`src/rtl/ppto_pkg.sv`:
```
package ppto_pkg;

	localparam int MAX_POSES_DEF = 64;

	localparam int POS_W      = 24;
	localparam int HEAD_W     = 16;
	localparam int CUM_W      = 32;
	localparam int DIFF_W     = 25;
	localparam int SQ_W       = 50;
	localparam int ROOT_W     = 25;
	localparam int CORD_W     = 36;
	localparam int CORD_STEPS = 15;
	localparam int REM_W      = 49;
	localparam int MS_W       = 16;
	localparam int OMNI_W     = 5;
	localparam int CFG_IDX_W  = 1;
	localparam int CFG_DATA_W = 16;

	localparam logic [CFG_IDX_W-1:0] REG_MIN_SPACING = 1'd0;
	localparam logic [CFG_IDX_W-1:0] REG_OMNI_COUNT  = 1'd1;

	localparam logic [MS_W-1:0]   MIN_SPACING_RST = 16'd51;
	localparam logic [OMNI_W-1:0] OMNI_COUNT_RST  = 5'd20;

	localparam logic [HEAD_W-1:0] HALF_TURN  = 16'h8000;
	localparam logic [CORD_W-1:0] NORM_FLOOR = 36'h020000000;

	// atan(2^-i) as a binary angle
	function automatic logic [HEAD_W-1:0] atan_step(input logic [3:0] i);
		logic [HEAD_W-1:0] a;
		case (i)
			4'd0:    a = 16'd8192;
			4'd1:    a = 16'd4836;
			4'd2:    a = 16'd2555;
			4'd3:    a = 16'd1297;
			4'd4:    a = 16'd651;
			4'd5:    a = 16'd326;
			4'd6:    a = 16'd163;
			4'd7:    a = 16'd81;
			4'd8:    a = 16'd41;
			4'd9:    a = 16'd20;
			4'd10:   a = 16'd10;
			4'd11:   a = 16'd5;
			4'd12:   a = 16'd3;
			4'd13:   a = 16'd1;
			4'd14:   a = 16'd1;
			default: a = 16'd0;
		endcase
		return a;
	endfunction

	typedef enum logic [4:0] {
		ST_IDLE, ST_DEC, ST_SQ1, ST_SQ2, ST_CMP, ST_SQRT, ST_COMMIT, ST_SINGLE,
		ST_PRE_RA, ST_PRE_CA, ST_PRE_CB, ST_PRE_CORD,
		ST_E_RA, ST_E_CA, ST_E_CB, ST_E_CORD, ST_E_BST, ST_E_DIV, ST_E_LOAD, ST_E_WAIT
	} ctrl_state_t;

	typedef enum logic [1:0] {BL_SHORT, BL_HEAD, BL_TAIL} blend_sel_t;
	typedef enum logic [1:0] {HS_START, HS_GOAL, HS_CORD, HS_BLEND} head_sel_t;
	typedef enum logic [1:0] {CS_IDLE, CS_NORM, CS_ROT} cord_phase_t;
	typedef enum logic [1:0] {BP_IDLE, BP_MUL, BP_DIV} blend_phase_t;

	typedef struct packed {
		logic       cap_in;
		logic       first;
		logic       commit;
		logic       finish;
		logic       single_out;
		logic       sq1;
		logic       sq2;
		logic       sqrt_go;
		logic       cap_a;
		logic       cord_go;
		logic       save_target;
		logic       save_fromr;
		logic       blend_go;
		blend_sel_t bsel;
		logic       load_out;
		head_sel_t  hsel;
		logic       out_end;
	} ppto_cmd_t;

	typedef struct packed {
		logic in_last;
		logic too_close;
		logic sqrt_done;
		logic cord_done;
		logic blend_done;
		logic out_busy;
	} ppto_stat_t;

endpackage

```
`src/rtl/ppto_ctrl.sv`:
```
module ppto_ctrl import ppto_pkg::*; #(
	parameter int MAX_POSES = MAX_POSES_DEF,
	localparam int IW = $clog2(MAX_POSES),
	localparam int NW = $clog2(MAX_POSES + 1),
	localparam int TW = ((NW > 7) ? NW : 7) + 1
) (
	input  logic              clk,
	input  logic              arst_n,
	input  logic              in_valid,
	output logic              in_ready,
	input  logic [OMNI_W-1:0] omni_count,
	input  ppto_stat_t        stat,
	output ppto_cmd_t         cmd,
	output logic [IW-1:0]     wr_addr,
	output logic [IW-1:0]     rd_addr,
	output logic [OMNI_W-1:0] blend_num,
	output logic [OMNI_W-1:0] omni_den
);

	localparam logic [IW-1:0] KC_FULL = IW'(MAX_POSES - 1);

	ctrl_state_t       state_q, state_d;
	logic [IW-1:0]     kc_q, k_q;
	logic [NW-1:0]     n_q;
	logic [OMNI_W-1:0] o_q;
	logic              long_q, pre_sel_q;

	logic [OMNI_W-1:0] o_eff;
	logic [NW-1:0]     n_new;
	logic              long_c;
	logic [TW-1:0]     kt, nt, ot, tail_base;
	logic              is_first, is_end, head, tail, use_blend;
	logic [IW-1:0]     pre_a;

	always_comb begin
		o_eff     = (omni_count == '0) ? OMNI_W'(1) : omni_count;
		n_new     = NW'(kc_q) + NW'(1);
		long_c    = TW'(n_new) >= ((TW'(o_eff) << 1) + TW'(2));
		kt        = TW'(k_q);
		nt        = TW'(n_q);
		ot        = TW'(o_q);
		tail_base = nt - ot - TW'(1);
		is_first  = k_q == '0;
		is_end    = kt == nt - TW'(1);
		head      = kt <= ot;
		tail      = kt >= tail_base;
		use_blend = !long_q || head || tail;
		pre_a     = pre_sel_q ? IW'(tail_base) : IW'(o_q);
		blend_num = head ? OMNI_W'(k_q) : OMNI_W'(kt - tail_base);
	end

	always_ff @(posedge clk or negedge arst_n) begin
		if (!arst_n) state_q <= ST_IDLE;
		else         state_q <= state_d;
	end

	always_ff @(posedge clk or negedge arst_n) begin
		if (!arst_n) begin
			kc_q      <= '0;
			k_q       <= '0;
			n_q       <= '0;
			o_q       <= OMNI_W'(1);
			long_q    <= 1'b0;
			pre_sel_q <= 1'b0;
		end else begin
			case (state_q)
				ST_DEC: begin
					if (kc_q == '0) begin
						if (!stat.in_last) kc_q <= IW'(1);
					end else if (stat.in_last) begin
						n_q       <= n_new;
						kc_q      <= '0;
						o_q       <= o_eff;
						long_q    <= long_c;
						k_q       <= '0;
						pre_sel_q <= 1'b0;
					end
				end
				ST_COMMIT:   kc_q <= kc_q + IW'(1);
				ST_PRE_CORD: if (stat.cord_done) pre_sel_q <= 1'b1;
				ST_E_WAIT:   if (!stat.out_busy && !is_end) k_q <= k_q + IW'(1);
				default: ;
			endcase
		end
	end

	always_comb begin
		state_d  = state_q;
		cmd      = '0;
		in_ready = 1'b0;
		rd_addr  = k_q;
		wr_addr  = kc_q;
		omni_den = o_q;
		cmd.bsel = !long_q ? BL_SHORT : (head ? BL_HEAD : BL_TAIL);
		if (is_first)       cmd.hsel = HS_START;
		else if (is_end)    cmd.hsel = HS_GOAL;
		else if (use_blend) cmd.hsel = HS_BLEND;
		else                cmd.hsel = HS_CORD;
		cmd.out_end = is_end;
		case (state_q)
			ST_IDLE: begin
				in_ready   = 1'b1;
				cmd.cap_in = in_valid;
				if (in_valid) state_d = ST_DEC;
			end
			ST_DEC: begin
				if (kc_q == '0) begin
					cmd.first = 1'b1;
					if (stat.in_last) begin
						cmd.single_out = 1'b1;
						state_d        = ST_SINGLE;
					end else begin
						state_d = ST_IDLE;
					end
				end else if (!stat.in_last) begin
					state_d = (kc_q >= KC_FULL) ? ST_IDLE : ST_SQ1;
				end else begin
					cmd.finish = 1'b1;
					state_d    = long_c ? ST_PRE_RA : ST_E_RA;
				end
			end
			ST_SQ1: begin
				cmd.sq1 = 1'b1;
				state_d = ST_SQ2;
			end
			ST_SQ2: begin
				cmd.sq2 = 1'b1;
				state_d = ST_CMP;
			end
			ST_CMP: begin
				if (stat.too_close) begin
					state_d = ST_IDLE;
				end else begin
					cmd.sqrt_go = 1'b1;
					state_d     = ST_SQRT;
				end
			end
			ST_SQRT:   if (stat.sqrt_done) state_d = ST_COMMIT;
			ST_COMMIT: begin
				cmd.commit = 1'b1;
				state_d    = ST_IDLE;
			end
			ST_SINGLE: if (!stat.out_busy) state_d = ST_IDLE;
			ST_PRE_RA: begin
				rd_addr = pre_a;
				state_d = ST_PRE_CA;
			end
			ST_PRE_CA: begin
				cmd.cap_a = 1'b1;
				rd_addr   = pre_a + IW'(1);
				state_d   = ST_PRE_CB;
			end
			ST_PRE_CB: begin
				cmd.cord_go = 1'b1;
				state_d     = ST_PRE_CORD;
			end
			ST_PRE_CORD: begin
				if (stat.cord_done) begin
					if (pre_sel_q) begin
						cmd.save_fromr = 1'b1;
						state_d        = ST_E_RA;
					end else begin
						cmd.save_target = 1'b1;
						state_d         = ST_PRE_RA;
					end
				end
			end
			ST_E_RA: state_d = ST_E_CA;
			ST_E_CA: begin
				cmd.cap_a = 1'b1;
				if (is_first || is_end) begin
					state_d = ST_E_LOAD;
				end else if (use_blend) begin
					state_d = ST_E_BST;
				end else begin
					rd_addr = k_q + IW'(1);
					state_d = ST_E_CB;
				end
			end
			ST_E_CB: begin
				cmd.cord_go = 1'b1;
				state_d     = ST_E_CORD;
			end
			ST_E_CORD: if (stat.cord_done) state_d = ST_E_LOAD;
			ST_E_BST: begin
				cmd.blend_go = 1'b1;
				state_d      = ST_E_DIV;
			end
			ST_E_DIV:  if (stat.blend_done) state_d = ST_E_LOAD;
			ST_E_LOAD: begin
				cmd.load_out = 1'b1;
				state_d      = ST_E_WAIT;
			end
			ST_E_WAIT: begin
				if (!stat.out_busy) state_d = is_end ? ST_IDLE : ST_E_RA;
			end
			default: state_d = ST_IDLE;
		endcase
	end

endmodule

```
`config.mk`:
```
export PLATFORM = sky130hd
export DESIGN_NAME = ppto_ctrl
export DESIGN_NICKNAME = d
export VERILOG_FILES = /design/src/rtl/ppto_pkg.sv /design/src/rtl/ppto_ctrl.sv
export SDC_FILE = /design/constraint.sdc
export NUM_CORES = 1
export LEC_CHECK = 0
export ABC_CLOCK_PERIOD_IN_PS = 10400
export BUFFER_PORTS_ARGS = -buffer_cell sky130_fd_sc_hd__buf_2
export CAP_MARGIN = 20
export CORE_UTILIZATION = 50
export DETAILED_ROUTE_END_ITERATION = 8
export PLACE_DENSITY = 0.72
export REMOVE_ABC_BUFFERS = 1
export SETUP_SLACK_MARGIN = 0.4
export SLEW_MARGIN = 40
export SYNTH_ARGS = -nofsm -noshare
export SYNTH_HDL_FRONTEND = slang
export SYNTH_SLANG_ARGS = --single-unit
export TNS_END_PERCENT = 30
```
`constraint.sdc`:
```
create_clock -name clk -period 10.4 [get_ports clk]
set_clock_uncertainty 0.2 [all_clocks]
set_input_delay 0.52 -clock clk [delete_from_list [all_inputs] [get_ports clk]]
set_output_delay 0.52 -clock clk [all_outputs]
set_load 0.01 [all_outputs]
```
After elaboration in Yosys (flattened, before gate mapping)

Cells that the tools add are included.

Input bits: 14
Register bits after elaboration: 31
Logic and storage cells: 135
Output and inout port bits: 42

Reductions and logical operators: 21
Bitwise gates (word level): 1
Eq/ne operators: 32
Order comparisons: 4
Add/sub/neg operators: 9
Muxes and demuxes: 61

Operator list:

| operator            | number |
|---|---|
| $pmux 5 s19         | 1 |
| $mux 5              | 12 |
| $mux 6              | 8 |
| $eq 5x4->1 const B  | 8 |
| $pmux 6 s2          | 2 |
| $mux 1              | 22 |
| $eq 5x3->1 const B  | 4 |
| $eq 5x5->1 const B  | 4 |
| $ne 2x2->1 const B  | 10 |
| $add 6x1->6 const B | 3 |
| $pmux 6 s3          | 1 |
| $mux 2              | 8 |
| $logic_not 6->1     | 2 |
| $mux 3              | 4 |
| $eq 5x2->1 const B  | 2 |
| $logic_not 5->1     | 2 |
| $eq 6x8->1          | 1 |
| $ge 6x8->1          | 1 |
| $mux 4              | 2 |
| $reduce_and 4->1    | 2 |
| $sub 7x1->8 const B | 1 |
| $sub 7x5->8         | 1 |
| $sub 8x1->8 const B | 1 |
| $add 6x1->7 const B | 1 |
| other kinds (16)    | 25 |

Depth between registers and ports, before layout

Gate-level depths: netlist of run 1.

Word-level depth: 8
Mapped depth: 16
Depth with buffers taken out: 16

Worst setup path before layout of run 1

Ideal clock, no wire load.

Kind: flip-flop to output port
From: register o_q[0], in the netlist omni_den[0]
To: output rd_addr[1]
Arrival: 3.282 ns
Stages on the path, launching flop included: 14
Path slack: 6.398 ns
Buffers on the path: 0
Required time: 9.680 ns
Path through: dfstp_2 -> inv_1 -> ha_1 -> inv_1 -> fa_1 -> fa_1 -> a211oi_1 -> o21bai_1 -> a211oi_1 -> a221o_1 -> o211ai_4 -> o21ai_1 -> nand2_1 -> a221o_1

Longest elaborated chain between the ends: 7
Elaborated cells between the ends (all ways): 11
Classes of those cells: add/sub (3); order compare (2); mux (4); reduce/logical (2)

RTL lines:

| element                  | RTL line         | text |
|---|---|---|
| start: declaration       | ppto_ctrl.sv:25  | `logic [OMNI_W-1:0] o_q;` |
| start signal: assignment | ppto_ctrl.sv:62  | `o_q <= OMNI_W'(1);` |
| start signal: assignment | ppto_ctrl.sv:73  | `o_q <= o_eff;` |
| $sub 7x5->8              | ppto_ctrl.sv:42  | `tail_base = nt - ot - TW'(1);` |
| $sub 8x1->8              | ppto_ctrl.sv:42  |  |
| $ge 6x8->1               | ppto_ctrl.sv:46  | `tail = kt >= tail_base;` |
| $logic_or 1x1->1         | ppto_ctrl.sv:47  | `use_blend = !long_q \|\| head \|\| tail;` |
| $mux 6                   | ppto_ctrl.sv:173 | `end else if (use_blend) begin` |
| $mux 6                   | ppto_ctrl.sv:171 | `if (is_first \|\| is_end) begin` |
| $pmux 6 s3 *             | ppto_ctrl.sv:100 | `case (state_q)` |
| end: declaration         | ppto_ctrl.sv:15  | `output logic [IW-1:0] rd_addr,` |

Every way passes the cells marked *; elsewhere a longest branch is shown, timed or not.

Worst setup path in the final report of run 1

From: register n_q[0]
To: output rd_addr[1]

Longest elaborated chain between the ends: 7
Elaborated cells between the ends (all ways): 12
Classes of those cells: add/sub (4); order compare (1); eq/ne (1); mux (4); reduce/logical (2)

RTL lines:

| element                  | RTL line         | text |
|---|---|---|
| start: declaration       | ppto_ctrl.sv:24  | `logic [NW-1:0] n_q;` |
| start signal: assignment | ppto_ctrl.sv:71  | `n_q <= n_new;` |
| $sub 7x5->8              | ppto_ctrl.sv:42  |  |
| $sub 8x1->8              | ppto_ctrl.sv:42  |  |
| $ge 6x8->1               | ppto_ctrl.sv:46  |  |
| $logic_or 1x1->1         | ppto_ctrl.sv:47  |  |
| $mux 6                   | ppto_ctrl.sv:173 |  |
| $mux 6                   | ppto_ctrl.sv:171 |  |
| $pmux 6 s3 *             | ppto_ctrl.sv:100 |  |

Marked as above.

==> results of run 1 <==
[kinds of logic after synthesis]
family	synth area share
muxes	0.0278
AOI/OAI and AO/OA	0.269
and+or+nand+nor	0.250
DFF	0.227
xor gates and xnor gates	0.0537
adders and majority gates	0.114
buffers and inverters	0.0588
[cell usage in the layout (no fill, tap or decap), types with 3 or more instances in the layout]
cell type / instances
sky130_fd_sc_hd__a211o_1: 3
sky130_fd_sc_hd__a211oi_1: 11
sky130_fd_sc_hd__a21o_1: 6
sky130_fd_sc_hd__a21oi_1: 26
sky130_fd_sc_hd__a22o_1: 5
sky130_fd_sc_hd__a31oi_1: 7
sky130_fd_sc_hd__and2_1: 5
sky130_fd_sc_hd__and3_1: 11
sky130_fd_sc_hd__buf_2: 55
sky130_fd_sc_hd__clkbuf_8: 6
sky130_fd_sc_hd__dfrtp_1: 30
sky130_fd_sc_hd__ha_1: 28
sky130_fd_sc_hd__inv_1: 27
sky130_fd_sc_hd__mux2_2: 4
sky130_fd_sc_hd__mux2i_1: 5
sky130_fd_sc_hd__nand2_1: 39
sky130_fd_sc_hd__nand2b_1: 7
sky130_fd_sc_hd__nand3_1: 12
sky130_fd_sc_hd__nand4_1: 4
sky130_fd_sc_hd__nor2_1: 31
sky130_fd_sc_hd__nor2b_1: 6
sky130_fd_sc_hd__nor3_1: 15
sky130_fd_sc_hd__nor3b_1: 3
sky130_fd_sc_hd__nor4_1: 6
sky130_fd_sc_hd__o211ai_1: 4
sky130_fd_sc_hd__o21a_1: 5
sky130_fd_sc_hd__o21ai_0: 29
sky130_fd_sc_hd__o21bai_1: 3
sky130_fd_sc_hd__o32ai_1: 4
sky130_fd_sc_hd__or2_1: 3
sky130_fd_sc_hd__or2_2: 3
sky130_fd_sc_hd__or3_1: 6
sky130_fd_sc_hd__xnor2_1: 16
sky130_fd_sc_hd__xor2_1: 5
[routing by layer]
layer  track usage  vias up  part of all wire
met1         0.376     1611              0.46
met2         0.436      131              0.46
met5             0        -                 0
met3        0.0393       15             0.065
met4        0.0724        0             0.016
li1              -     1661                 -
[final timing paths]
kind	end	start	cells past startpoint
max in group asynchronous	n_q[0]$_DFFE_PN0P_	arst_n	1
worst max register to register	state_q[2]$_DFFE_PN0P_	n_q[0]$_DFFE_PN0P_	15
worst min register to register	omni_den[0]$_DFFE_PN1P_	omni_den[0]$_DFFE_PN1P_	2
worst min-delay path	state_q[4]$_DFFE_PN0P_	arst_n	1
min in group clk	omni_den[4]$_DFFE_PN0P_	omni_count[4]	3
worst max-delay path	rd_addr[1]	n_q[0]$_DFFE_PN0P_	16
[metrics by stage]
| stage | total power (W) | utilization | setup WS, ps | std cells | hold WS [ps] |
|---|---|---|---|---|---|
| global placement | 0.00105 | 0.571 | 6130 | 542 | 326 |
| CTS | 0.00118 | 0.585 | 5710 | 550 | 101 |
| floorplan | 0.000843 | - | 6400 | 409 | 24.4 |
| global route | 0.00129 | 0.585 | 5390 | 550 | 135 |
| finish | 0.00119 | 0.585 | 5690 | 550 | 77.1 |
| detailed placement | 0.00108 | 0.571 | 6020 | 542 | 326 |
[worst max-delay path: cells and delay by family (launching register included)]
kind            cells  cell delay (ps)
fa+ha+maj           3              990
compound gates      9             1720
flops               1              460
buf+inv             2              210
simple gates        2              320
[power by group through the flow]
stage                     registers, W  clock network [W]  logic [W]
after floorplan               0.000232                  0   0.000611
after global placement        0.000252                  0   0.000800
after detailed placement      0.000255                  0   0.000823
after CTS                     0.000252           0.000101   0.000829
after global routing          0.000263           0.000107   0.000924
final                         0.000254           0.000100   0.000835
[flip-flops by register name (all words and copies together) (netlist names)]
| signal | flops |
|---|---|
| k_q | 6 |
| long_q | 1 |
| n_q | 7 |
| omni_den | 5 |
| pre_sel_q | 1 |
| state_q | 5 |
| wr_addr | 6 |
[final cells by class]
cell class                 count  share of cell area
clock buffer                   7              0.0227
inverter                      28              0.0277
multi-input combinational    350               0.644
tap                           77              0.0254
clock inverter                 1             0.00132
timing repair buffer          56              0.0744
sequential                    31               0.205
==> metrics.txt, run 1 <==
# TYPE chip_impl_metric gauge
chip_impl_info{name="run_status",value="complete, but fails checks"} 1
chip_impl_metric{name="hold_viol_final",unit=""} 0
chip_impl_metric{name="postSynth.asyncResetShare",unit=""} 1.00
chip_impl_metric{name="drt_first_iter_violations",unit=""} 152
chip_impl_metric{name="insertedDiodeCount",unit=""} 0
chip_impl_metric{name="power_frac_clock",unit=""} 0.084
chip_impl_metric{name="fin_setup_tns",unit="ps"} 0
chip_impl_metric{name="cp_max_fanout",unit=""} 8
chip_impl_metric{name="gp_congestion",unit=""} 0.876
chip_impl_metric{name="ctsLongestPathBuffers",unit=""} 2
chip_impl_metric{name="period_share",unit=""} 0.453
chip_impl_metric{name="pin_count",unit=""} 56
chip_impl_metric{name="vias_per_cell",unit=""} 6.21
chip_impl_metric{name="synth.lib_cells_used.distinct",unit=""} 67
chip_impl_metric{name="tritoncts.num_buffers",unit=""} 5
chip_impl_info{name="crit_slowest_cell",value="sky130_fd_sc_hd__dfrtp_1"} 1
chip_impl_metric{name="yosysWarnings",unit=""} 0
chip_impl_metric{name="synth_edf_count",unit=""} 0
chip_impl_info{name="yosysMostFrequentCell",value="sky130_fd_sc_hd__nand2_1"} 1
chip_impl_info{name="worstSetupEndpointType",value="output port"} 1
chip_impl_metric{name="num_rows",unit=""} 29
chip_impl_metric{name="fmax",unit="MHz"} 212
chip_impl_metric{name="synthToLayoutAreaGrowth",unit="%"} 10.9
chip_impl_info{name="synth_flop_cell",value="sky130_fd_sc_hd__dfrtp_1"} 1
chip_impl_metric{name="floorplan.die.height",unit="um"} 84.8
chip_impl_metric{name="clock_latency_reported_for_the_late_side_of_the_worst_skew_pair",unit="ps"} 290
chip_impl_metric{name="placement.io_buffers",unit=""} 55
chip_impl_metric{name="ant_nets",unit=""} 0
chip_impl_metric{name="gr_util_all_layers",unit=""} 0.269
chip_impl_metric{name="drt-pass1-iter-count",unit=""} 7
chip_impl_metric{name="yosys.area.top_type_share",unit=""} 0.219
chip_impl_metric{name="yosys_register_bits",unit=""} 31
chip_impl_metric{name="power.leakage",unit="nW"} 1.76
chip_impl_info{name="cp_cell_sequence",value="ha_1 -> inv_1 -> fa_1 -> nor2b_1 -> o21ai_0 -> a21o_1 -> ha_1 -> o21ai_0 -> o21bai_1 -> a211oi_1 -> a221o_1 -> o211ai_4 -> o21ai_1 -> nand2_1 -> a221o_1 -> buf_2"} 1
chip_impl_info{name="rsz0062_at_grt",value="false"} 1
chip_impl_metric{name="grt_pass1_vias",unit=""} 3107
chip_impl_metric{name="regToRegSetupSlack",unit="ps"} 6470
chip_impl_metric{name="grt_pass1_wl",unit="um"} 15300
chip_impl_metric{name="buffers_inserted_by_post_cts_timing_repair",unit=""} 0
chip_impl_metric{name="ir_worst_vdd",unit="mV"} 0.139
chip_impl_metric{name="ctsHoldBuffers",unit=""} 0
chip_impl_metric{name="crit_arrival",unit="ps"} 3990
chip_impl_metric{name="final_area",unit="um^2"} 3800
chip_impl_metric{name="dpl-instance-area",unit="um^2"} 3710
chip_impl_info{name="clock_tree.root_cell",value="sky130_fd_sc_hd__clkbuf_8"} 1
chip_impl_metric{name="dp_hpwl",unit="um"} 7110
chip_impl_metric{name="cellPowerDensity",unit="nW/um^2"} 313
chip_impl_metric{name="cts-resized-gates",unit=""} 0
chip_impl_metric{name="routedWlPerCell",unit="um"} 16.9
chip_impl_metric{name="syn_inst",unit=""} 431
chip_impl_metric{name="cp.required",unit="ps"} 9680
chip_impl_metric{name="die_w",unit="um"} 84.8
chip_impl_metric{name="ctsHtreeMaxLevel",unit=""} 2
chip_impl_metric{name="post_synth.cell_area_avg",unit="um^2"} 7.95
chip_impl_metric{name="synth_seq_area_share",unit=""} 0.227
chip_impl_metric{name="final-setup-viol-count",unit=""} 0
chip_impl_metric{name="maxSlewViolCount",unit=""} 0
chip_impl_metric{name="grt-ovfl-total",unit=""} 0
chip_impl_metric{name="max_cap_violations",unit=""} 0
chip_impl_metric{name="power.net_switching",unit="W"} 0.000629
chip_impl_metric{name="worst_setup_hold_path_clk_slew",unit="ps"} 80
chip_impl_metric{name="number_of_antenna_violations_at_the_first_check_in_global_routing",unit=""} 0
chip_impl_metric{name="period_minus_slack",unit="ps"} 4710
chip_impl_info{name="yosys-top-cells-count",value="39 x sky130_fd_sc_hd__nand2_1, 31 x sky130_fd_sc_hd__nor2_1, 30 x sky130_fd_sc_hd__dfrtp_1"} 1
chip_impl_info{name="critical_path.startpoint_type",value="flop"} 1
chip_impl_metric{name="grt_start_max_net_pins",unit=""} 32
chip_impl_info{name="violations",value="design-rule violations"} 1
chip_impl_metric{name="core_area",unit="um^2"} 6490
chip_impl_metric{name="final_layout_size_suffix_gt1_frac",unit=""} 0.175
chip_impl_metric{name="cell_internal_pwr",unit="W"} 0.000561
chip_impl_metric{name="num-fill-cells",unit=""} 614
chip_impl_metric{name="number_of_clock_sinks",unit=""} 31
chip_impl_metric{name="initial_core_utilization",unit=""} 0.527
chip_impl_info{name="timing.hold.worst.class",value="in2async"} 1
chip_impl_metric{name="cpPeakStageDelay",unit="ps"} 460
chip_impl_info{name="timing.setup.critical_path_class",value="reg2out"} 1
chip_impl_info{name="synth.top_cells.by_area",value="sky130_fd_sc_hd__dfrtp_1 22%, sky130_fd_sc_hd__ha_1 10%, sky130_fd_sc_hd__nand2_1 4.3%"} 1
chip_impl_metric{name="sequential_cell_area",unit="um^2"} 777
chip_impl_metric{name="max-slew-margin-rel",unit=""} 0.463
chip_impl_metric{name="final_wirelength",unit="um"} 9320
chip_impl_metric{name="dieArea",unit="um^2"} 7180
chip_impl_metric{name="multi_input_comb_area",unit="um^2"} 2450
chip_impl_metric{name="drt_drc_violations_left",unit=""} 4
chip_impl_metric{name="seq_power_share",unit=""} 0.213
chip_impl_metric{name="transition_time_at_the_pin_with_the_least_slew_margin",unit="ps"} 805
chip_impl_info{name="cts_tree",value="built"} 1
chip_impl_metric{name="finalNetCount",unit=""} 516
chip_impl_metric{name="swShare",unit=""} 0.528
chip_impl_metric{name="num_vias",unit=""} 3418
chip_impl_metric{name="p_comb_frac",unit=""} 0.702
chip_impl_info{name="post-synth-top-area-cell",value="sky130_fd_sc_hd__dfrtp_1"} 1
chip_impl_metric{name="netlist_area",unit="um^2"} 3420
Note: power is estimated with default switching activity, not from simulation.
==> run 2, diff against run 1 <==
--- a/config.mk
+++ b/config.mk
@@ -5,12 +5,12 @@
 export SDC_FILE = /design/constraint.sdc
 export NUM_CORES = 1
 export LEC_CHECK = 0
-export ABC_CLOCK_PERIOD_IN_PS = 10400
+export ABC_CLOCK_PERIOD_IN_PS = 3870
 export BUFFER_PORTS_ARGS = -buffer_cell sky130_fd_sc_hd__buf_2
 export CAP_MARGIN = 20
 export CORE_UTILIZATION = 50
 export DETAILED_ROUTE_END_ITERATION = 8
-export PLACE_DENSITY = 0.72
+export PLACE_DENSITY = 0.75
 export REMOVE_ABC_BUFFERS = 1
 export SETUP_SLACK_MARGIN = 0.4
 export SLEW_MARGIN = 40
==> constraint.sdc (replaced) <==
create_clock -name clk -period 3.87 [get_ports clk]
set_clock_uncertainty 0.2 [all_clocks]
set_input_delay 0.1935 -clock clk [delete_from_list [all_inputs] [get_ports clk]]
set_output_delay 0.1935 -clock clk [all_outputs]
set_load 0.01 [all_outputs]
==> metrics.txt, run 2 (same netlist as run 1, synthesis figures left out) <==
# TYPE chip_impl_metric gauge
chip_impl_info{name="violations",value="design-rule violations, negative setup slack"} 1
chip_impl_metric{name="cp_max_fanout",unit=""} 7
chip_impl_metric{name="insertedDiodeCount",unit=""} 0
chip_impl_metric{name="cpPeakStageDelay",unit="ps"} 440
chip_impl_metric{name="ctsLongestPathBuffers",unit=""} 2
chip_impl_info{name="cts_tree",value="built"} 1
chip_impl_metric{name="swShare",unit=""} 0.504
chip_impl_metric{name="transition_time_at_the_pin_with_the_least_slew_margin",unit="ps"} 809
chip_impl_metric{name="dpl-instance-area",unit="um^2"} 3800
chip_impl_metric{name="dp_hpwl",unit="um"} 7340
chip_impl_info{name="clock_tree.root_cell",value="sky130_fd_sc_hd__clkbuf_8"} 1
chip_impl_metric{name="drt_drc_violations_left",unit=""} 4
chip_impl_info{name="rsz0062_at_grt",value="true"} 1
chip_impl_info{name="most-common-layout-cells",value="55 x sky130_fd_sc_hd__buf_2, 39 x sky130_fd_sc_hd__nand2_1, 30 x sky130_fd_sc_hd__dfrtp_1, 29 x sky130_fd_sc_hd__nor2_1, 26 x sky130_fd_sc_hd__a21oi_1"} 1
chip_impl_metric{name="final_wirelength",unit="um"} 9970
chip_impl_metric{name="placedCellCount",unit=""} 555
chip_impl_metric{name="routedWlPerCell",unit="um"} 17.3
chip_impl_metric{name="initial_core_utilization",unit=""} 0.527
chip_impl_metric{name="clock_latency_reported_for_the_late_side_of_the_worst_skew_pair",unit="ps"} 290
chip_impl_metric{name="p_comb_frac",unit=""} 0.737
chip_impl_metric{name="critical_path_buf_inv_count",unit=""} 1
chip_impl_metric{name="num-fill-cells",unit=""} 574
chip_impl_metric{name="stdcell_count",unit=""} 577
chip_impl_metric{name="grt-ovfl-total",unit=""} 0
chip_impl_info{name="r2r_start",value="n_q[1]$_DFFE_PN0P_"} 1
chip_impl_metric{name="grt_pass1_vias",unit=""} 3323
chip_impl_metric{name="power_frac_clock",unit=""} 0.084
chip_impl_metric{name="ir_worst_vdd",unit="mV"} 0.498
chip_impl_info{name="timing.hold.worst.class",value="in2reg"} 1
chip_impl_metric{name="preCtsSetupSlack",unit="ps"} -18.0
chip_impl_info{name="hold_path.startpoint",value="omni_count[0]"} 1
chip_impl_metric{name="vias_per_cell",unit=""} 6.19
chip_impl_metric{name="die_w",unit="um"} 84.8
chip_impl_metric{name="total_power",unit="W"} 0.00360
chip_impl_metric{name="core_area",unit="um^2"} 6490
chip_impl_info{name="critical_path.startpoint",value="n_q[1]$_DFFE_PN0P_"} 1
chip_impl_info{name="cp_cell_sequence",value="ha_1 -> a211oi_1 -> nor2_1 -> o21a_1 -> nor2_2 -> xnor2_1 -> ha_1 -> nand4_1 -> nor2_1 -> a211oi_2 -> a221o_1 -> o211ai_4 -> or2_4 -> nor2_2 -> a221o_1 -> buf_2"} 1
chip_impl_metric{name="floorplan.die.height",unit="um"} 84.8
chip_impl_metric{name="gp_congestion",unit=""} 0.913
chip_impl_metric{name="cellPowerDensity",unit="nW/um^2"} 871
chip_impl_metric{name="tritoncts.num_buffers",unit=""} 5
chip_impl_info{name="layout.cells.most_common",value="sky130_fd_sc_hd__buf_2"} 1
chip_impl_info{name="run_status",value="complete, but fails checks"} 1
chip_impl_metric{name="drt_first_iter_violations",unit=""} 291
chip_impl_metric{name="crit_arrival",unit="ps"} 3590
chip_impl_metric{name="num_vias",unit=""} 3573
chip_impl_metric{name="number_of_antenna_violations_at_the_first_check_in_global_routing",unit=""} 0
chip_impl_metric{name="seq_power_share",unit=""} 0.179
chip_impl_metric{name="power.net_switching",unit="W"} 0.00181
chip_impl_metric{name="cell_internal_pwr",unit="W"} 0.00178
chip_impl_metric{name="synthToLayoutAreaGrowth",unit="%"} 20.6
chip_impl_metric{name="largest_reg_flops",unit=""} 7
chip_impl_metric{name="fmax",unit="MHz"} 251
chip_impl_metric{name="period_minus_slack",unit="ps"} 3980
chip_impl_info{name="crit_slowest_cell",value="sky130_fd_sc_hd__dfrtp_1"} 1
chip_impl_metric{name="power.leakage",unit="nW"} 1.90
chip_impl_metric{name="utilization",unit=""} 0.636
chip_impl_metric{name="drt-pass1-iter-count",unit=""} 7
chip_impl_metric{name="gr_util_all_layers",unit=""} 0.283
chip_impl_metric{name="num_rows",unit=""} 29
chip_impl_metric{name="grt_start_max_net_pins",unit=""} 32
chip_impl_metric{name="max_cap_violations",unit=""} 0
chip_impl_metric{name="cp.required",unit="ps"} 3480
chip_impl_metric{name="grt_pass1_wl",unit="um"} 16300
chip_impl_metric{name="final-setup-viol-count",unit=""} 6
chip_impl_metric{name="placement.io_buffers",unit=""} 55
chip_impl_info{name="critical_path.startpoint_type",value="flop"} 1
chip_impl_metric{name="finalNetCount",unit=""} 543
chip_impl_metric{name="max-slew-margin-rel",unit=""} 0.461
chip_impl_metric{name="period_share",unit=""} 1.03
chip_impl_metric{name="final_area",unit="um^2"} 4130
chip_impl_metric{name="worst_setup_hold_path_clk_slew",unit="ps"} 80
chip_impl_metric{name="pnr_worst_setup_slack",unit="ps"} -110
chip_impl_info{name="timing.setup.critical_path_class",value="reg2out"} 1
chip_impl_metric{name="hold_viol_final",unit=""} 0
chip_impl_metric{name="dieArea",unit="um^2"} 7180
chip_impl_metric{name="ctsHtreeMaxLevel",unit=""} 2
chip_impl_info{name="worstSetupEndpointType",value="output port"} 1
chip_impl_metric{name="final_layout_size_suffix_gt1_frac",unit=""} 0.258
chip_impl_info{name="cpLargestDelayFamily",value="compound AO/OA/AOI/OAI gates"} 1
chip_impl_metric{name="pin_count",unit=""} 56
chip_impl_metric{name="ant_nets",unit=""} 0
chip_impl_metric{name="number_of_clock_sinks",unit=""} 31
chip_impl_info{name="biggest_register",value="n_q"} 1
chip_impl_metric{name="maxSlewViolCount",unit=""} 0
run 2: final timing paths:
kind | endpoint | slack, ps | cells after the start
hold / removal | omni_den[0]$_DFFE_PN1P_ | 40 | 3
hold reg to reg | long_q$_DFFE_PN0P_ | 350 | 1
max in group asynchronous | n_q[2]$_DFFE_PN0P_ | 2710 | 2
min in group asynchronous | k_q[2]$_DFFE_PN0P_ | 290 | 2
setup reg to reg | state_q[3]$_DFFE_PN0P_ | 70 | 17
setup / recovery | rd_addr[1] | -110 | 16
run 2: layout make-up:
class | count | area [um^2] | share of cell area
clock inverters | 1 | 7.51 | 0.00182
repair buffers | 83 | 498 | 0.121
well taps | 77 | 96.3 | 0.0233
flip-flops and latches | 31 | 777 | 0.188
clock buffers | 7 | 96.3 | 0.0233
inverters | 28 | 105 | 0.0255
multi-input cells | 350 | 2550 | 0.617
run 2: repair_timing:
item | 4_1_cts | 5_1_grt
endpoints found under the hold margin | 34 | 0
setup endpoints to repair | 10 | 16
buffers inserted | 6 | 3
hold buffers | 5 | 0
gates resized for setup | 18 | 11
gates cloned | 0 | 0
pin swaps | 13 | 12
run 2: through the flow:
step / hold slack, ps / setup TNS (ps)
after floorplan: -302 / 0
after global placement: 86.6 / 0
after detailed placement: 91.3 / -18.0
after CTS: 43.0 / -450
after global routing: 68.8 / -1870
final: 39.6 / -446
run 2: power by group through the flow:
stage               Combinational (W)  Clock (W)  Sequential [W]
finish                        0.00265   0.000302        0.000644
global route                  0.00292   0.000318        0.000665
CTS                           0.00254   0.000303        0.000636
detailed placement            0.00234          0        0.000643
global placement              0.00226          0        0.000638
floorplan                     0.00164          0        0.000623
run 2: worst register-to-register path: stages, from the launching register on:
cell                       delay, ps
sky130_fd_sc_hd__dfrtp_1         440
sky130_fd_sc_hd__ha_1            320
sky130_fd_sc_hd__a211oi_1        250
sky130_fd_sc_hd__nor2_1          120
sky130_fd_sc_hd__o21a_1          190
sky130_fd_sc_hd__nor2_2          100
sky130_fd_sc_hd__xnor2_1         140
sky130_fd_sc_hd__ha_1            290
sky130_fd_sc_hd__nand4_1          90
sky130_fd_sc_hd__nor2_1           60
sky130_fd_sc_hd__a211oi_2        180
sky130_fd_sc_hd__a221o_1         210
sky130_fd_sc_hd__o211ai_4        130
sky130_fd_sc_hd__buf_4           160
sky130_fd_sc_hd__buf_4           120
sky130_fd_sc_hd__o32ai_1         400
sky130_fd_sc_hd__nor3_1           90
sky130_fd_sc_hd__o21ai_0         210
run 2: layer usage:
layer	vias to the layer above	global-route usage	part of all wire
met1	1687	0.378	0.44
met4	0	0.0847	0.019
met3	18	0.0442	0.064
met5	-	0	0
li1	1726	-	-
met2	142	0.472	0.48
==> run 3, diff against run 2 <==
--- a/config.mk
+++ b/config.mk
@@ -9,10 +9,11 @@
 export BUFFER_PORTS_ARGS = -buffer_cell sky130_fd_sc_hd__buf_2
 export CAP_MARGIN = 20
 export CORE_UTILIZATION = 50
+export CTS_BUF_LIST = sky130_fd_sc_hd__clkbuf_8
 export DETAILED_ROUTE_END_ITERATION = 8
 export PLACE_DENSITY = 0.75
 export REMOVE_ABC_BUFFERS = 1
-export SETUP_SLACK_MARGIN = 0.4
+export SKIP_CTS_REPAIR_TIMING = 1
 export SLEW_MARGIN = 40
 export SYNTH_ARGS = -nofsm -noshare
 export SYNTH_HDL_FRONTEND = slang
==> metrics.txt, run 3 (same netlist as run 1, synthesis figures left out) <==
# TYPE chip_impl_metric gauge
chip_impl_metric{name="pnr_worst_setup_slack",unit="ps"} -254
chip_impl_metric{name="insertedDiodeCount",unit=""} 0
chip_impl_metric{name="gr_util_all_layers",unit=""} 0.279
chip_impl_metric{name="ant_nets",unit=""} 0
chip_impl_metric{name="num_rows",unit=""} 29
chip_impl_metric{name="grt_pass1_wl",unit="um"} 16000
chip_impl_metric{name="cpPeakStageDelay",unit="ps"} 540
chip_impl_metric{name="power_frac_clock",unit=""} 0.085
chip_impl_metric{name="transition_time_at_the_pin_with_the_least_slew_margin",unit="ps"} 818
chip_impl_metric{name="grt_start_max_net_pins",unit=""} 32
chip_impl_metric{name="core_area",unit="um^2"} 6490
chip_impl_metric{name="worst_setup_hold_path_clk_slew",unit="ps"} 80
chip_impl_metric{name="ctsLongestPathBuffers",unit=""} 2
chip_impl_metric{name="period_share",unit=""} 1.07
chip_impl_metric{name="tritoncts.num_buffers",unit=""} 5
chip_impl_metric{name="power.net_switching",unit="W"} 0.00181
chip_impl_metric{name="final_layout_size_suffix_gt1_frac",unit=""} 0.246
chip_impl_metric{name="number_of_clock_sinks",unit=""} 31
chip_impl_metric{name="dp_hpwl",unit="um"} 7340
chip_impl_info{name="most-common-layout-cells",value="55 x sky130_fd_sc_hd__buf_2, 39 x sky130_fd_sc_hd__nand2_1, 30 x sky130_fd_sc_hd__dfrtp_1, 29 x sky130_fd_sc_hd__nor2_1"} 1
chip_impl_metric{name="ctsHtreeMaxLevel",unit=""} 2
chip_impl_metric{name="die_w",unit="um"} 84.8
chip_impl_metric{name="period_minus_slack",unit="ps"} 4120
chip_impl_metric{name="gp_congestion",unit=""} 0.913
chip_impl_metric{name="swShare",unit=""} 0.507
chip_impl_info{name="cts_tree",value="built"} 1
chip_impl_metric{name="stdcell_count",unit=""} 573
chip_impl_info{name="rsz0062_at_grt",value="true"} 1
chip_impl_metric{name="placement.io_buffers",unit=""} 55
chip_impl_metric{name="dieArea",unit="um^2"} 7180
chip_impl_metric{name="largest_reg_flops",unit=""} 7
chip_impl_info{name="run_status",value="complete, but fails checks"} 1
chip_impl_metric{name="vias_per_cell",unit=""} 6.25
chip_impl_info{name="violations",value="design-rule violations, negative hold slack, negative setup slack"} 1
chip_impl_metric{name="synthToLayoutAreaGrowth",unit="%"} 19.4
chip_impl_metric{name="power.leakage",unit="nW"} 1.88
chip_impl_metric{name="cp_max_fanout",unit=""} 7
chip_impl_metric{name="hold_slack",unit="ps"} -22.9
chip_impl_metric{name="number_of_antenna_violations_at_the_first_check_in_global_routing",unit=""} 0
chip_impl_info{name="timing.hold.worst.class",value="in2reg"} 1
chip_impl_metric{name="pin_count",unit=""} 56
chip_impl_metric{name="floorplan.die.height",unit="um"} 84.8
chip_impl_info{name="hold_path.startpoint",value="omni_count[3]"} 1
chip_impl_metric{name="finalNetCount",unit=""} 539
chip_impl_info{name="biggest_register",value="n_q"} 1
chip_impl_metric{name="drt-pass1-iter-count",unit=""} 7
chip_impl_metric{name="drt_drc_violations_left",unit=""} 4
chip_impl_metric{name="hold_viol_final",unit=""} 1
chip_impl_metric{name="ir_worst_vdd",unit="mV"} 0.578
chip_impl_metric{name="maxSlewViolCount",unit=""} 0
chip_impl_info{name="critical_path.startpoint",value="omni_den[0]$_DFFE_PN1P_"} 1
chip_impl_metric{name="cp.required",unit="ps"} 3480
chip_impl_metric{name="clock_latency_reported_for_the_late_side_of_the_worst_skew_pair",unit="ps"} 300
chip_impl_metric{name="seq_power_share",unit=""} 0.180
chip_impl_metric{name="placedCellCount",unit=""} 555
chip_impl_metric{name="p_comb_frac",unit=""} 0.735
chip_impl_info{name="timing.setup.critical_path_class",value="reg2out"} 1
chip_impl_metric{name="fin_setup_tns",unit="ps"} -1210
chip_impl_metric{name="routedWlPerCell",unit="um"} 17.4
chip_impl_info{name="cpLargestDelayFamily",value="compound AO/OA/AOI/OAI gates"} 1
chip_impl_info{name="layout.cells.most_common",value="sky130_fd_sc_hd__buf_2"} 1
chip_impl_metric{name="cellPowerDensity",unit="nW/um^2"} 874
chip_impl_metric{name="fmax",unit="MHz"} 242
chip_impl_metric{name="final-setup-viol-count",unit=""} 6
chip_impl_info{name="cp_cell_sequence",value="inv_2 -> ha_4 -> inv_2 -> fa_2 -> nor2b_4 -> o31a_1 -> a21o_1 -> ha_4 -> o21ai_2 -> o21bai_1 -> a211oi_2 -> a221o_1 -> o211ai_4 -> or2_4 -> nor2_2 -> a221o_1 -> buf_2"} 1
chip_impl_info{name="crit_slowest_cell",value="sky130_fd_sc_hd__dfstp_2"} 1
chip_impl_metric{name="num_vias",unit=""} 3583
chip_impl_info{name="r2r_start",value="omni_den[0]$_DFFE_PN1P_"} 1
chip_impl_info{name="clock_tree.root_cell",value="sky130_fd_sc_hd__clkbuf_8"} 1
chip_impl_info{name="critical_path.startpoint_type",value="flop"} 1
chip_impl_metric{name="max_cap_violations",unit=""} 0
chip_impl_metric{name="crit_arrival",unit="ps"} 3730
chip_impl_info{name="worstSetupEndpointType",value="output port"} 1
chip_impl_metric{name="grt-ovfl-total",unit=""} 0
chip_impl_metric{name="max-slew-margin-rel",unit=""} 0.455
chip_impl_metric{name="cell_internal_pwr",unit="W"} 0.00176
chip_impl_metric{name="critical_path_buf_inv_count",unit=""} 3
chip_impl_metric{name="drt_first_iter_violations",unit=""} 270
chip_impl_metric{name="grt_pass1_vias",unit=""} 3263
chip_impl_metric{name="final_wirelength",unit="um"} 9990
chip_impl_metric{name="initial_core_utilization",unit=""} 0.527
==> run 3: cell types whose count changed in the layout (fill, tap and decap cells not counted), sizes merged <==
cell	delta
dlygate4sd3	-1
buf	-3
==> run 3: worst register-to-register path, delay by kind of cell, from the launching register on <==
family	cells	cell delay [ps]
buf+inv	3	270
fa+ha+maj	3	670
compound gates	9	1830
flops	1	540
simple gates	2	150
==> run 3: routing by layer <==
| layer | GRT usage | wire (um) | share of wire | vias to the layer above |
|---|---|---|---|---|
| li1 | - | - | - | 1714 |
| met3 | 0.0433 | 613 | 0.061 | 19 |
| met4 | 0.0878 | 202 | 0.020 | 0 |
| met2 | 0.460 | 4770 | 0.48 | 148 |
| met1 | 0.376 | 4400 | 0.44 | 1702 |
| met5 | 0 | 0 | 0 | - |
==> run 3: cell type report <==
| type | count | area [um^2] |
|---|---|---|
| fillers | 579 | 2410 |
| clock inverters | 1 | 7.51 |
| flip-flops and latches | 31 | 777 |
| clock buffers | 7 | 96.3 |
| repair buffers | 79 | 465 |
| inverters | 28 | 105 |
| well taps | 77 | 96.3 |
| multi-input cells | 350 | 2540 |
==> run 3: through the flow <==
stage	area (um^2)	power (W)	util	hold WS, ps	setup WS, ps
4_1_cts	3910	0.00330	0.602	-220	-351
5_1_grt	4090	0.00387	0.629	31.1	-344
3_5_place_dp	3800	0.00298	0.586	91.3	-18.0
3_3_place_gp	3800	0.00290	0.586	86.6	33.6
2_1_floorplan	3330	0.00226	-	-302	195
6_report	4090	0.00357	0.629	-22.9	-254
==> run 3: path summary, 6_finish.rpt <==
kind	cells past startpoint	slack, ps	to
hold / removal	3	-20	omni_den[3]$_DFFE_PN0P_
setup reg to reg	17	90	state_q[3]$_DFFE_PN0P_
min in group asynchronous	2	290	k_q[2]$_DFFE_PN0P_
max in group asynchronous	2	2710	n_q[2]$_DFFE_PN0P_
setup / recovery	17	-250	rd_addr[1]
hold reg to reg	1	350	long_q$_DFFE_PN0P_
==> run 3: power groups by stage <==
stage          combinational (W)  sequential [W]  clock [W]
3_5_place_dp             0.00234        0.000643          0
3_3_place_gp             0.00226        0.000638          0
6_report                 0.00263        0.000644   0.000304
4_1_cts                  0.00236        0.000637   0.000303
5_1_grt                  0.00289        0.000664   0.000318
2_1_floorplan            0.00164        0.000623          0
